==> config.mk <==
export PLATFORM = sky130hd
export DESIGN_NAME = geometric_weighted_window_average_flat
export DESIGN_NICKNAME = d
export VERILOG_FILES = /design/src/hw/rtl/gwwa_pkg.sv /design/src/hw/rtl/gwwa_if.sv /design/src/hw/rtl/geometric_weighted_window_average.sv /design/src/hw/rtl/gwwa_ram.sv /design/src/hw/rtl/gwwa_div.sv /design/src/flat_wrapper.sv
export SDC_FILE = /design/constraint.sdc
export NUM_CORES = 2
export LEC_CHECK = 0
export BUFFER_PORTS_ARGS = -buffer_cell sky130_fd_sc_hd__buf_2
export CELL_PAD_IN_SITES_DETAIL_PLACEMENT = 2
export CELL_PAD_IN_SITES_GLOBAL_PLACEMENT = 2
export CORE_MARGIN = 1
export CORE_UTILIZATION = 51
export CTS_CLUSTER_DIAMETER = 40
export CTS_CLUSTER_SIZE = 20
export DETAILED_ROUTE_END_ITERATION = 8
export PLACE_DENSITY_LB_ADDON = 0.1
export SYNTH_ARGS = -nofsm -noshare
export SYNTH_HDL_FRONTEND = slang
export SYNTH_SLANG_ARGS = --single-unit
==> constraint.sdc <==
create_clock -name clock -period 10.4 [get_ports clock]
set_input_delay 0.52 -clock clock [delete_from_list [all_inputs] [get_ports clock]]
set_output_delay 0.52 -clock clock [all_outputs]
set_load 0.005 [all_outputs]
==> src/hw/rtl/gwwa_pkg.sv <==
// gwwa_pkg: shared types and constants for the weighted window average block.
// Used by the channel interfaces, the divider and the top level; no dependencies.
`timescale 1ns / 1ps

package gwwa_pkg;

   // Field widths of the transactions and registers
   localparam int SAMPLE_W   = 32;
   localparam int WEIGHT_W   = 17;
   localparam int LEN_W      = 7;
   localparam int FRAC_W     = 16;
   localparam int CSR_IDX_W  = 1;
   localparam int CSR_DATA_W = 17;

   // Fixed-point constants and sentinels
   localparam logic [WEIGHT_W-1:0] ONE_Q16        = 17'h10000;
   localparam logic [WEIGHT_W-1:0] WEIGHT_RST     = 17'd57344;
   localparam logic [LEN_W-1:0]    WINDOW_LEN_RST = 7'd64;
   localparam logic signed [SAMPLE_W-1:0] SAMPLE_MAX = 32'sh7FFF_FFFF;
   localparam logic signed [SAMPLE_W-1:0] SAMPLE_MIN = 32'sh8000_0000;

   // Operation codes of the request transaction
   localparam logic OP_PUSH  = 1'b0;
   localparam logic OP_CLEAR = 1'b1;

   // Configuration register indexes
   typedef enum logic [CSR_IDX_W-1:0] {
      CSR_WEIGHT        = 1'b0,
      CSR_WINDOW_LENGTH = 1'b1
   } csr_reg_type;

   // Divider status toward the sequencer
   typedef struct packed {
      logic busy;
      logic done;
   } div_stat_type;

endpackage

==> src/hw/rtl/gwwa_if.sv <==
// gwwa_if: valid/ready channel interfaces for requests and responses.
// Depends on gwwa_pkg for field widths.
`timescale 1ns / 1ps

interface gwwa_req_if import gwwa_pkg::*; ();
   logic                       valid;
   logic                       ready;
   logic                       op;
   logic signed [SAMPLE_W-1:0] sample;

   modport source (output valid, op, sample, input ready);
   modport sink   (input valid, op, sample, output ready);
endinterface

interface gwwa_rsp_if import gwwa_pkg::*; ();
   logic                       valid;
   logic                       ready;
   logic signed [SAMPLE_W-1:0] average;
   logic [LEN_W-1:0]           entries;
   logic signed [SAMPLE_W-1:0] minimum;
   logic signed [SAMPLE_W-1:0] maximum;

   modport source (output valid, average, entries, minimum, maximum, input ready);
   modport sink   (input valid, average, entries, minimum, maximum, output ready);
endinterface

==> src/hw/rtl/geometric_weighted_window_average.sv <==
// Weighted sliding-window average over signed Q16.16 samples. Each request
// either pushes a sample (dropping the oldest once the window is full) or
// clears the window, and yields one response: the entry count, the window
// minimum and maximum (0x7FFFFFFF / 0x80000000 when empty) and the mean with
// the newest sample weighted 1.0 and each older one by one more factor of the
// Q1.16 weight (truncated), quotient truncated toward zero, 0 when empty.
// Samples live in a WINDOW-entry single-port-read RAM that is walked newest
// first, one entry a cycle, then a bit-serial divider runs NUM_W = 49 +
// clog2(WINDOW+1) steps. A push walks every stored entry, drains the pipeline,
// divides and responds; a clear responds without walking or dividing. Writing
// window_length empties the window; the RAM needs no clearing after reset.
// Depends on gwwa_pkg, gwwa_if, gwwa_ram and gwwa_div.
`timescale 1ns / 1ps

module geometric_weighted_window_average import gwwa_pkg::*; #(
   parameter int WINDOW = 64
) (
   input  logic                  clock,
   input  logic                  reset,
   input  logic                  csr_we,
   input  logic [CSR_IDX_W-1:0]  csr_index,
   input  logic [CSR_DATA_W-1:0] csr_wdata,
   gwwa_req_if.sink              req_chan,
   gwwa_rsp_if.source            rsp_chan
);

   localparam int AW      = (WINDOW > 1) ? $clog2(WINDOW) : 1;
   localparam int CNT_W   = $clog2(WINDOW + 1);
   localparam int PROD_W  = SAMPLE_W + WEIGHT_W + 1;
   localparam int NUM_W   = SAMPLE_W + WEIGHT_W + CNT_W;
   localparam int DEN_W   = WEIGHT_W + CNT_W;
   localparam int LEN_RST = (WINDOW < 64) ? WINDOW : 64;

   typedef enum logic [2:0] {
      S_IDLE,
      S_WALK,
      S_DRAIN,
      S_DIV,
      S_OUT
   } state_type;

   state_type            state_ff, state_in;
   logic [AW-1:0]        wp_ff, wp_in;
   logic [AW-1:0]        rd_ff, rd_in;
   logic [CNT_W-1:0]     cnt_ff, cnt_in;
   logic [CNT_W-1:0]     left_ff, left_in;
   logic [CNT_W-1:0]     len_ff, len_in;
   logic [WEIGHT_W-1:0]  wq_ff, wq_in;
   logic                 rsp_valid_ff, rsp_valid_in;
   logic signed [SAMPLE_W-1:0] rsp_avg_ff, rsp_avg_in;
   logic [LEN_W-1:0]     rsp_entries_ff, rsp_entries_in;
   logic signed [SAMPLE_W-1:0] rsp_min_ff, rsp_min_in;
   logic signed [SAMPLE_W-1:0] rsp_max_ff, rsp_max_in;

   logic                 iss_ff, iss_in;
   logic                 a_vld_ff;
   logic                 init_acc;
   logic                 div_start;
   div_stat_type         div_stat;
   logic signed [SAMPLE_W-1:0] div_quot;

   logic                 ram_we;
   logic                 ram_re;
   logic [SAMPLE_W-1:0]  ram_rdata;

   logic [AW:0]          wp_inc;
   logic [AW-1:0]        wp_next;
   logic [AW-1:0]        rd_next;
   logic [CNT_W-1:0]     cnt_push;
   logic [LEN_W-1:0]     csr_len;
   logic [CNT_W-1:0]     csr_len_eff;

   logic [WEIGHT_W-1:0]         w_ff;
   logic [2*WEIGHT_W-1:0]       w_prod;
   logic signed [PROD_W-1:0]    prod_full;
   logic signed [PROD_W-1:0]    prod_ff;
   logic signed [NUM_W-1:0]     num_ff;
   logic [DEN_W-1:0]            den_ff;
   logic signed [SAMPLE_W-1:0]  lo_ff;
   logic signed [SAMPLE_W-1:0]  hi_ff;
   logic signed [SAMPLE_W-1:0]  rd_sample;

   // Circular pointer arithmetic over the effective window length
   always_comb begin
      wp_inc   = {1'b0, wp_ff} + 1'b1;
      wp_next  = (32'(wp_inc) == 32'(len_ff)) ? '0 : wp_inc[AW-1:0];
      rd_next  = (rd_ff == '0) ? AW'(len_ff - 1'b1) : (rd_ff - 1'b1);
      cnt_push = (cnt_ff < len_ff) ? (cnt_ff + 1'b1) : cnt_ff;
   end

   // Saturate a window_length write to 1..WINDOW
   always_comb begin
      csr_len = csr_wdata[LEN_W-1:0];
      if (csr_len == '0) begin
         csr_len_eff = CNT_W'(1);
      end else if (32'(csr_len) > 32'(WINDOW)) begin
         csr_len_eff = CNT_W'(WINDOW);
      end else begin
         csr_len_eff = CNT_W'(csr_len);
      end
   end

   // Sequencer: on a push write, walk newest to oldest, drain, divide, respond; a clear responds directly
   always_comb begin
      state_in       = state_ff;
      wp_in          = wp_ff;
      rd_in          = rd_ff;
      cnt_in         = cnt_ff;
      left_in        = left_ff;
      len_in         = len_ff;
      wq_in          = wq_ff;
      rsp_valid_in   = rsp_valid_ff;
      rsp_avg_in     = rsp_avg_ff;
      rsp_entries_in = rsp_entries_ff;
      rsp_min_in     = rsp_min_ff;
      rsp_max_in     = rsp_max_ff;
      iss_in         = 1'b0;
      init_acc       = 1'b0;
      div_start      = 1'b0;
      ram_we         = 1'b0;
      ram_re         = 1'b0;

      if (rsp_valid_ff && rsp_chan.ready) begin
         rsp_valid_in = 1'b0;
      end

      case (state_ff)
         S_IDLE: begin
            if (req_chan.valid) begin
               init_acc = 1'b1;
               if (req_chan.op == OP_CLEAR) begin
                  wp_in    = '0;
                  cnt_in   = '0;
                  state_in = S_OUT;
               end else begin
                  ram_we   = 1'b1;
                  rd_in    = wp_ff;
                  wp_in    = wp_next;
                  cnt_in   = cnt_push;
                  left_in  = cnt_push;
                  state_in = S_WALK;
               end
            end
         end
         S_WALK: begin
            ram_re  = 1'b1;
            iss_in  = 1'b1;
            rd_in   = rd_next;
            left_in = left_ff - 1'b1;
            if (left_ff == CNT_W'(1)) begin
               state_in = S_DRAIN;
            end
         end
         S_DRAIN: begin
            if (!iss_ff && !a_vld_ff) begin
               div_start = 1'b1;
               state_in  = S_DIV;
            end
         end
         S_DIV: begin
            if (div_stat.done) begin
               state_in = S_OUT;
            end
         end
         S_OUT: begin
            if (!rsp_valid_ff || rsp_chan.ready) begin
               rsp_valid_in   = 1'b1;
               rsp_avg_in     = (cnt_ff == '0) ? '0 : div_quot;
               rsp_entries_in = LEN_W'(cnt_ff);
               rsp_min_in     = lo_ff;
               rsp_max_in     = hi_ff;
               state_in       = S_IDLE;
            end
         end
         default: begin
            state_in = S_IDLE;
         end
      endcase

      // Register writes arrive only while idle; the user must keep to this, the block does not enforce it
      if (csr_we) begin
         case (csr_index)
            CSR_WEIGHT: begin
               wq_in = (csr_wdata[WEIGHT_W-1:0] > ONE_Q16) ? ONE_Q16
                                                            : csr_wdata[WEIGHT_W-1:0];
            end
            CSR_WINDOW_LENGTH: begin
               len_in = csr_len_eff;
               wp_in  = '0;
               cnt_in = '0;
            end
            default: begin
            end
         endcase
      end
   end

   always_ff @(posedge clock) begin
      if (reset) begin
         state_ff       <= S_IDLE;
         wp_ff          <= '0;
         cnt_ff         <= '0;
         len_ff         <= CNT_W'(LEN_RST);
         wq_ff          <= WEIGHT_RST;
         rsp_valid_ff   <= 1'b0;
      end else begin
         state_ff       <= state_in;
         wp_ff          <= wp_in;
         cnt_ff         <= cnt_in;
         len_ff         <= len_in;
         wq_ff          <= wq_in;
         rsp_valid_ff   <= rsp_valid_in;
      end
      rd_ff          <= rd_in;
      left_ff        <= left_in;
      rsp_avg_ff     <= rsp_avg_in;
      rsp_entries_ff <= rsp_entries_in;
      rsp_min_ff     <= rsp_min_in;
      rsp_max_ff     <= rsp_max_in;
   end

   // Sample store; a push writes an entry in the cycle before the walk reads it
   gwwa_ram #(
      .WIDTH (SAMPLE_W),
      .DEPTH (WINDOW)
   ) u_store (
      .clock (clock),
      .we    (ram_we),
      .waddr (wp_ff),
      .wdata (req_chan.sample),
      .re    (ram_re),
      .raddr (rd_ff),
      .rdata (ram_rdata)
   );

   // Track which pipeline stages hold a live sample
   always_ff @(posedge clock) begin
      if (reset) begin
         iss_ff   <= 1'b0;
         a_vld_ff <= 1'b0;
      end else begin
         iss_ff   <= iss_in;
         a_vld_ff <= iss_ff;
      end
   end

   // Stage A: weight the sample, update extremes and weight sum, decay weight
   // Stage B: add the weighted sample into the numerator
   assign rd_sample = $signed(ram_rdata);
   assign prod_full = rd_sample * $signed({1'b0, w_ff});
   assign w_prod    = w_ff * wq_ff;

   always_ff @(posedge clock) begin
      if (init_acc) begin
         w_ff   <= ONE_Q16;
         num_ff <= '0;
         den_ff <= '0;
         lo_ff  <= SAMPLE_MAX;
         hi_ff  <= SAMPLE_MIN;
      end else begin
         if (iss_ff) begin
            prod_ff <= prod_full;
            den_ff  <= den_ff + DEN_W'(w_ff);
            w_ff    <= w_prod[WEIGHT_W+FRAC_W-1:FRAC_W];
            if (rd_sample < lo_ff) begin
               lo_ff <= rd_sample;
            end
            if (rd_sample > hi_ff) begin
               hi_ff <= rd_sample;
            end
         end
         if (a_vld_ff) begin
            num_ff <= num_ff + NUM_W'(prod_ff);
         end
      end
   end

   gwwa_div #(
      .NUM_W (NUM_W),
      .DEN_W (DEN_W)
   ) u_div (
      .clock (clock),
      .reset (reset),
      .start (div_start),
      .num   (num_ff),
      .den   (den_ff),
      .stat  (div_stat),
      .quot  (div_quot)
   );

   // Drive the channel ports
   assign req_chan.ready   = (state_ff == S_IDLE);
   assign rsp_chan.valid   = rsp_valid_ff;
   assign rsp_chan.average = rsp_avg_ff;
   assign rsp_chan.entries = rsp_entries_ff;
   assign rsp_chan.minimum = rsp_min_ff;
   assign rsp_chan.maximum = rsp_max_ff;

   a_count_in_window: assert property (@(posedge clock) disable iff (reset)
      cnt_ff <= len_ff && 32'(wp_ff) < 32'(len_ff))
      else $error("entry count or write pointer outside the window");

   a_div_after_drain: assert property (@(posedge clock) disable iff (reset)
      div_start |-> !iss_ff && !a_vld_ff && !div_stat.busy)
      else $error("divider started with samples still in flight");

   a_write_only_on_accept: assert property (@(posedge clock) disable iff (reset)
      ram_we |-> state_ff == S_IDLE && req_chan.valid && req_chan.op == OP_PUSH)
      else $error("store written outside a push transaction");

   a_ordered_extremes: assert property (@(posedge clock) disable iff (reset)
      $rose(rsp_valid_ff) && rsp_entries_ff != '0 |-> rsp_min_ff <= rsp_max_ff)
      else $error("response minimum above maximum");

endmodule

==> src/hw/rtl/gwwa_ram.sv <==
// gwwa_ram: generic single-write, single-read synchronous RAM, registered read.
// No dependencies.
`timescale 1ns / 1ps

module gwwa_ram #(
   parameter int WIDTH = 32,
   parameter int DEPTH = 64,
   parameter int AW    = (DEPTH > 1) ? $clog2(DEPTH) : 1
) (
   input  logic             clock,
   input  logic             we,
   input  logic [AW-1:0]    waddr,
   input  logic [WIDTH-1:0] wdata,
   input  logic             re,
   input  logic [AW-1:0]    raddr,
   output logic [WIDTH-1:0] rdata
);

   logic [WIDTH-1:0] mem_ff [DEPTH];
   logic [WIDTH-1:0] rdata_ff;

   // Write port and registered read port
   always_ff @(posedge clock) begin
      if (we) begin
         mem_ff[waddr] <= wdata;
      end
      if (re) begin
         rdata_ff <= mem_ff[raddr];
      end
   end

   assign rdata = rdata_ff;

endmodule

==> src/hw/rtl/gwwa_div.sv <==
// gwwa_div: radix-2 restoring divider, one quotient bit per cycle, truncating
// toward zero. Signed dividend, positive divisor. Depends on gwwa_pkg.
`timescale 1ns / 1ps

module gwwa_div import gwwa_pkg::*; #(
   parameter int NUM_W = 55,
   parameter int DEN_W = 24
) (
   input  logic                       clock,
   input  logic                       reset,
   input  logic                       start,
   input  logic signed [NUM_W-1:0]    num,
   input  logic [DEN_W-1:0]           den,
   output div_stat_type               stat,
   output logic signed [SAMPLE_W-1:0] quot
);

   localparam int STEP_W = $clog2(NUM_W + 1);

   logic              busy_ff, busy_in;
   logic              done_ff, done_in;
   logic [STEP_W-1:0] step_ff, step_in;
   logic [NUM_W-1:0]  dvd_ff, dvd_in;
   logic [DEN_W-1:0]  rem_ff, rem_in;
   logic [DEN_W-1:0]  den_ff, den_in;
   logic              neg_ff, neg_in;
   logic [DEN_W:0]    shifted;
   logic [DEN_W:0]    diff;
   logic              fits;
   logic [SAMPLE_W-1:0] q_mag;

   // One restoring step: bring down the next dividend bit, subtract if it fits
   always_comb begin
      shifted = {rem_ff, dvd_ff[NUM_W-1]};
      diff    = shifted - {1'b0, den_ff};
      fits    = (shifted >= {1'b0, den_ff});
   end

   always_comb begin
      busy_in = busy_ff;
      done_in = 1'b0;
      step_in = step_ff;
      dvd_in  = dvd_ff;
      rem_in  = rem_ff;
      den_in  = den_ff;
      neg_in  = neg_ff;
      if (start) begin
         busy_in = 1'b1;
         step_in = STEP_W'(NUM_W);
         dvd_in  = num[NUM_W-1] ? NUM_W'(-num) : NUM_W'(num);
         rem_in  = '0;
         den_in  = den;
         neg_in  = num[NUM_W-1];
      end else if (busy_ff) begin
         rem_in  = fits ? diff[DEN_W-1:0] : shifted[DEN_W-1:0];
         dvd_in  = {dvd_ff[NUM_W-2:0], fits};
         step_in = step_ff - 1'b1;
         if (step_ff == STEP_W'(1)) begin
            busy_in = 1'b0;
            done_in = 1'b1;
         end
      end
   end

   always_ff @(posedge clock) begin
      if (reset) begin
         busy_ff <= 1'b0;
         done_ff <= 1'b0;
         step_ff <= '0;
      end else begin
         busy_ff <= busy_in;
         done_ff <= done_in;
         step_ff <= step_in;
      end
   end

   always_ff @(posedge clock) begin
      dvd_ff <= dvd_in;
      rem_ff <= rem_in;
      den_ff <= den_in;
      neg_ff <= neg_in;
   end

   // Apply the sign to the quotient magnitude
   assign q_mag     = dvd_ff[SAMPLE_W-1:0];
   assign quot      = neg_ff ? $signed(-q_mag) : $signed(q_mag);
   assign stat.busy = busy_ff;
   assign stat.done = done_ff;

   a_no_restart: assert property (@(posedge clock) disable iff (reset)
      start |-> !busy_ff)
      else $error("divider started while busy");

   a_done_ends_busy: assert property (@(posedge clock) disable iff (reset)
      done_ff |-> !busy_ff && $past(busy_ff))
      else $error("divider done without a finished run");

   a_step_live: assert property (@(posedge clock) disable iff (reset)
      busy_ff |-> step_ff != '0)
      else $error("divider busy with no steps left");

endmodule
==> src/flat_wrapper.sv <==
// flat-port wrapper written by rule: the top's interface ports become plain ports
module geometric_weighted_window_average_flat import gwwa_pkg::*;
#(
   parameter int WINDOW = 64
)
  (clock, reset, csr_we, csr_index, csr_wdata, req_chan_valid, req_chan_op, req_chan_sample, req_chan_ready, rsp_chan_valid, rsp_chan_average, rsp_chan_entries, rsp_chan_minimum, rsp_chan_maximum, rsp_chan_ready);
  gwwa_req_if req_chan_i ();
  gwwa_rsp_if rsp_chan_i ();
  input  logic clock;
  input  logic reset;
  input  logic csr_we;
  input  logic [CSR_IDX_W-1:0] csr_index;
  input  logic [CSR_DATA_W-1:0] csr_wdata;
  input wire logic [$bits(req_chan_i.valid)-1:0] req_chan_valid;
  input wire logic [$bits(req_chan_i.op)-1:0] req_chan_op;
  input wire logic [$bits(req_chan_i.sample)-1:0] req_chan_sample;
  output wire logic [$bits(req_chan_i.ready)-1:0] req_chan_ready;
  output wire logic [$bits(rsp_chan_i.valid)-1:0] rsp_chan_valid;
  output wire logic [$bits(rsp_chan_i.average)-1:0] rsp_chan_average;
  output wire logic [$bits(rsp_chan_i.entries)-1:0] rsp_chan_entries;
  output wire logic [$bits(rsp_chan_i.minimum)-1:0] rsp_chan_minimum;
  output wire logic [$bits(rsp_chan_i.maximum)-1:0] rsp_chan_maximum;
  input wire logic [$bits(rsp_chan_i.ready)-1:0] rsp_chan_ready;
  assign req_chan_i.valid = req_chan_valid;
  assign req_chan_i.op = req_chan_op;
  assign req_chan_i.sample = req_chan_sample;
  assign req_chan_ready = req_chan_i.ready;
  assign rsp_chan_valid = rsp_chan_i.valid;
  assign rsp_chan_average = rsp_chan_i.average;
  assign rsp_chan_entries = rsp_chan_i.entries;
  assign rsp_chan_minimum = rsp_chan_i.minimum;
  assign rsp_chan_maximum = rsp_chan_i.maximum;
  assign rsp_chan_i.ready = rsp_chan_ready;
  geometric_weighted_window_average #(.WINDOW(WINDOW)) u_core (.clock(clock), .reset(reset), .csr_we(csr_we), .csr_index(csr_index), .csr_wdata(csr_wdata), .req_chan(req_chan_i), .rsp_chan(rsp_chan_i));
endmodule
==> flow_summary.yaml, run 1 <==
synthesis:
  syn-cell-area_sq_um: 133800
  synth_top_area_share_pct: 52.24
  synth_edf_count: 2327
  syn_nets: 10370
  yosys.area.top_type: "edfxtp_1"
  synth_cell_type_count: 79
  synthArstFlopShare_pct: 0
  synth_area_leaders: "edfxtp_1 (52%), fa_1 (11%), mux4_2 (11%), ha_1 (3.7%), dfxtp_1 (3.5%)"
  ys.flop_type: "edfxtp_1"
  syn_area_per_cell_sq_um: 14.58
  syn_inst: 9173
  yosysWarningCount: 0
  synth_seq_cells: 2563
  ys_seq_area_share_pct: 55.77
outcome:
  error: "[ERROR DPL-0033] detailed placement checks failed during check placement."
  stop_stage: "detailed placement (3_5_place_dp)"
  outcome: "aborted with a tool error"
place:
  gp_congestion: 0.8459
  dp_hpwl_microns: 330900
  port_buffers: 160
die:
  io_pins: 161
  start_util_pct: 51.41
  num_rows: 187
  fp.dieW_microns: 514.1
  die_y_microns: 514.1
[cells by family after synthesis]
logic type / Yosys count / share of synthesized area, %
xor gates and xnor gates: 243 / 1.591
buffers and inverters: 1539 / 4.322
AOI/OAI and AO/OA: 944 / 4.411
adders and majority gates: 1140 / 14.84
DFF: 2563 / 55.77
and+or+nand+nor: 1924 / 7.070
muxes: 820 / 11.99
[metrics by stage]
step           setup WS (ps)  area [sq um]
3_3_place_gp            2846        139200
2_1_floorplan           4095        133800
[cell usage after synthesis (all sizes together) (10+ instances only)]
master	number
xor2	136
a211oi	34
o41ai	18
a21o	91
mux2i	178
edfxtp	2327
xnor2	107
or3	20
nor4	17
nor2	427
fa	745
nand3	68
and3	24
buf	88
nand2	620
or2	11
or4	34
mux2	18
ha	395
a31oi	31
nand4b	12
o22ai	30
nand3b	10
o21bai	25
and2	469
nor3	60
mux4	624
dfxtp	236
o21a	25
a221oi	10
nand4	50
inv	1066
nand2b	30
o31ai	35
clkbuf	383
nor2b	36
o211ai	23
a21oi	269
o21ai	247
o221ai	19
nor3b	19
==> run 2: changes to the inputs <==
--- a/config.mk
+++ b/config.mk
@@ -6,14 +6,10 @@
 export NUM_CORES = 2
 export LEC_CHECK = 0
 export BUFFER_PORTS_ARGS = -buffer_cell sky130_fd_sc_hd__buf_2
-export CELL_PAD_IN_SITES_DETAIL_PLACEMENT = 2
-export CELL_PAD_IN_SITES_GLOBAL_PLACEMENT = 2
 export CORE_MARGIN = 1
-export CORE_UTILIZATION = 51
-export CTS_CLUSTER_DIAMETER = 40
-export CTS_CLUSTER_SIZE = 20
+export CORE_UTILIZATION = 39
 export DETAILED_ROUTE_END_ITERATION = 8
-export PLACE_DENSITY_LB_ADDON = 0.1
+export PLACE_DENSITY_LB_ADDON = 0.15
 export SYNTH_ARGS = -nofsm -noshare
 export SYNTH_HDL_FRONTEND = slang
 export SYNTH_SLANG_ARGS = --single-unit
==> run 2 against run 1 <==
Compared with the run above: the run now ends clean; synthesized area did not move; synthesized cell count unchanged.
==> flow_summary.yaml, run 2 <==
grt:
  gr-total-overflow: 0
  antenna_found_initial: 26
  grt_max_degree: 123
  grtUsageTotal_pct: 21.63
  grt_pass1_wl_microns: 551100
  first_global_vias: 80600
job:
  cap_violations: 0
place:
  pre_cts_ws_ps: 2834
  port_buffers: 160
  dp_hpwl_microns: 238400
  gp_congestion: 0.8572
  post_dp_cell_area_sq_um: 140500
synthesis:
  syn-cell-area_sq_um: 133800
  synth_cell_type_count: 79
  yosys.area.top_type: "edfxtp_1"
  synth_area_leaders: "edfxtp_1 (52%), fa_1 (11%), mux4_2 (11%), ha_1 (3.7%), dfxtp_1 (3.5%)"
  synthArstFlopShare_pct: 0
  syn_inst: 9173
  ys.flop_type: "edfxtp_1"
  synth_edf_count: 2327
  yosysMostFrequentCell: "edfxtp_1"
  syn_area_per_cell_sq_um: 14.58
  yosysWarningCount: 0
  synth_seq_cells: 2563
  synth_commonest_cells: "edfxtp_1 (2327), inv_1 (1066), fa_1 (745)"
  ys_seq_area_share_pct: 55.77
  syn_nets: 10370
  synth_top_area_share_pct: 52.24
layout:
  drive_above_1_share_pct: 15.83
  n_fill_cell: 30480
  stdcell_area_sq_um: 150000
  area_delta_synth_final_pct: 12.14
  final_cell_mix: "edfxtp_1 (2327), inv_1 (1063), fa_1 (745)"
  max_flop_register: "u_core.u_store.mem_ff"
  largest_reg_flops: 2048
  reg_top3: "u_core.u_store.mem_ff x2048, u_core.num_ff x56, u_core.u_div.dvd_ff x56"
  nets: 10550
  layout_commonest_cell: "edfxtp_1"
die:
  fp.dieW_microns: 587.6
  io_pins: 161
  die_area_sq_um: 345300
  design.core.area_sq_um: 340600
  die_y_microns: 587.6
  num_rows: 214
  start_util_pct: 39.27
pwr:
  ir_worst_vdd_mv: 0.6885
  p_per_area_nw_per_um2: 350.6
  p_leak_nw: 54.90
route:
  firstDrtPassIters: 5
  drt_iter0_drc: 5643
  finalWirelength_microns: 375600
  final_antenna_net_count: 0
  vias: 76880
  post-route-drc-count: 0
  wl_per_cell_microns: 26.58
  viasPerCell: 5.441
setup_path:
  max_stage_delay_ps: 600
  startpoint_type: "register"
  cp_max_fo: 33
  worstPathCellList: "buf_4 -> nand2_1 -> fa_1 -> inv_1 -> fa_1 -> inv_1 -> fa_1 -> inv_1 -> fa_1 -> fa_1 -> inv_1 -> fa_1 -> inv_1 -> ha_1 -> and2_1 -> and3_1 -> o2111ai_1 -> o211ai_1 -> a31oi_1 -> o22ai_1 -> a31oi_1 -> o21ai_0 -> xor2_1"
  slowest_stage: "dfxtp_2"
  cp_common_cell: "fa_1"
  worstPathArrival_ps: 8220
  crit_required_ps: 11000
  cp-end-kind: "register"
  crit_type: "register to register"
sta:
  setup_viol: 0
  skew_ps: 89.81
  slew_headroom_pct: 14.96
  drv_slew: 0
  hold_viol_final: 0
  rsz0062_at_grt: "false"
  max_clock_freq_mhz: 131.1
  fin_crit_sh_pct: 73.32
  worstMarginPinSlew_ps: 1276
  finalSetupTns_ps: 0
  setup_slack_ps: 2774
  min_period_ps: 7626
  hold_slack_ps: 74.70
clock_network:
  cts_num_sinks: 2563
  cts.htree.levels: 5
  cts_buffer_depth: 4
  clkTransAtPathRegs_ps: 60
  clockRootBuffer: "clkbuf_16"
  cts_buffers: 293
  cts_tree: "yes"
  clk_latency_ps: 920
outcome:
  outcome: "completed"
worst_hold_path:
  min_path_type: "input port to register"
==> run 2: cell counts after synthesis <==
No cell type changed its count.
==> run 2: cell families (layout without fill, tap and decap cells) <==
family | count (synthesis) | after routing | share of synthesized area, %
other | 0 | 12 | 0
DFF | 2563 | 2563 | 55.77
buffers and inverters | 1539 | 1948 | 4.322
AOI/OAI and AO/OA | 944 | 944 | 4.411
xor gates and xnor gates | 243 | 243 | 1.591
muxes | 820 | 820 | 11.99
adders and majority gates | 1140 | 1140 | 14.84
and+or+nand+nor | 1924 | 1924 | 7.070
==> run 2: per-stage QoR <==
| step | power, mW | std cells | utilization (%) |
|---|---|---|---|
| after global routing | 56.46 | 14120 | 44.04 |
| final | 52.59 | 14130 | 44.04 |
| after global placement | 42.79 | 13580 | 41.26 |
| after floorplan | 33.72 | 9173 | - |
| after CTS | 53.28 | 14120 | 44.03 |
| after detailed placement | 43.01 | 13580 | 41.26 |
==> run 2: critical path: cells and delay by family (launching register included) <==
family / cells / cell delay (ps)
AO/OA/AOI/OAI: 6 / 1790
XOR/XNOR: 1 / 170
adder cells (fa/ha/maj): 7 / 3370
buffers and inverters: 6 / 810
flip-flops: 1 / 600
AND/OR/NAND/NOR: 3 / 590
==> run 2: final cells by class <==
type	count	area, sq um	area share [%]
Sequential cell	2563	74630	49.75
Multi-Input combinational cell	5071	53930	35.95
Clock buffer	376	7830	5.220
Tap cell	4536	5675	3.784
Inverter	1068	4009	2.673
Timing Repair Buffer	352	2375	1.583
Clock inverter	152	1526	1.018
Antenna cell	12	30.03	0.02002
==> run 2: routing by layer <==
metal / GRT usage (%) / up-vias / routed length, microns
li1: - / 33410 / -
met1: 28.18 / 40950 / 155000
met2: 38.26 / 1993 / 193100
met3: 2.311 / 526 / 16700
met4: 6.046 / 8 / 10810
met5: 0 / - / 54
==> run 2: what timing repair did <==
item,in CTS,in global routing
resized for setup,0,0
hold buffers,8,0
endpoints found under the hold margin,8,0
setup buffers,0,0
==> run 2: report_power, final <==
part,switching (mW),leakage [nW],internal [mW]
Sequential,0.950,22.9,12.8
Clock,4.28,4.56,5.84
Combinational,17.4,27.5,11.4
==> run 2: path summary, 6_finish.rpt <==
check	start	slack [ps]	to	cells past startpoint
worst min-delay path	csr_wdata[15]	70	u_core.wq_ff[15]	3
worst max register to register	u_core.w_ff[9]	2770	u_core.prod_ff[44]	23
worst max-delay path	u_core.w_ff[9]	2770	u_core.prod_ff[44]	23
worst min register to register	u_core.lo_ff[16]	450	u_core.rsp_chan.minimum[16]	0
Power figures use the tool's default switching activity.
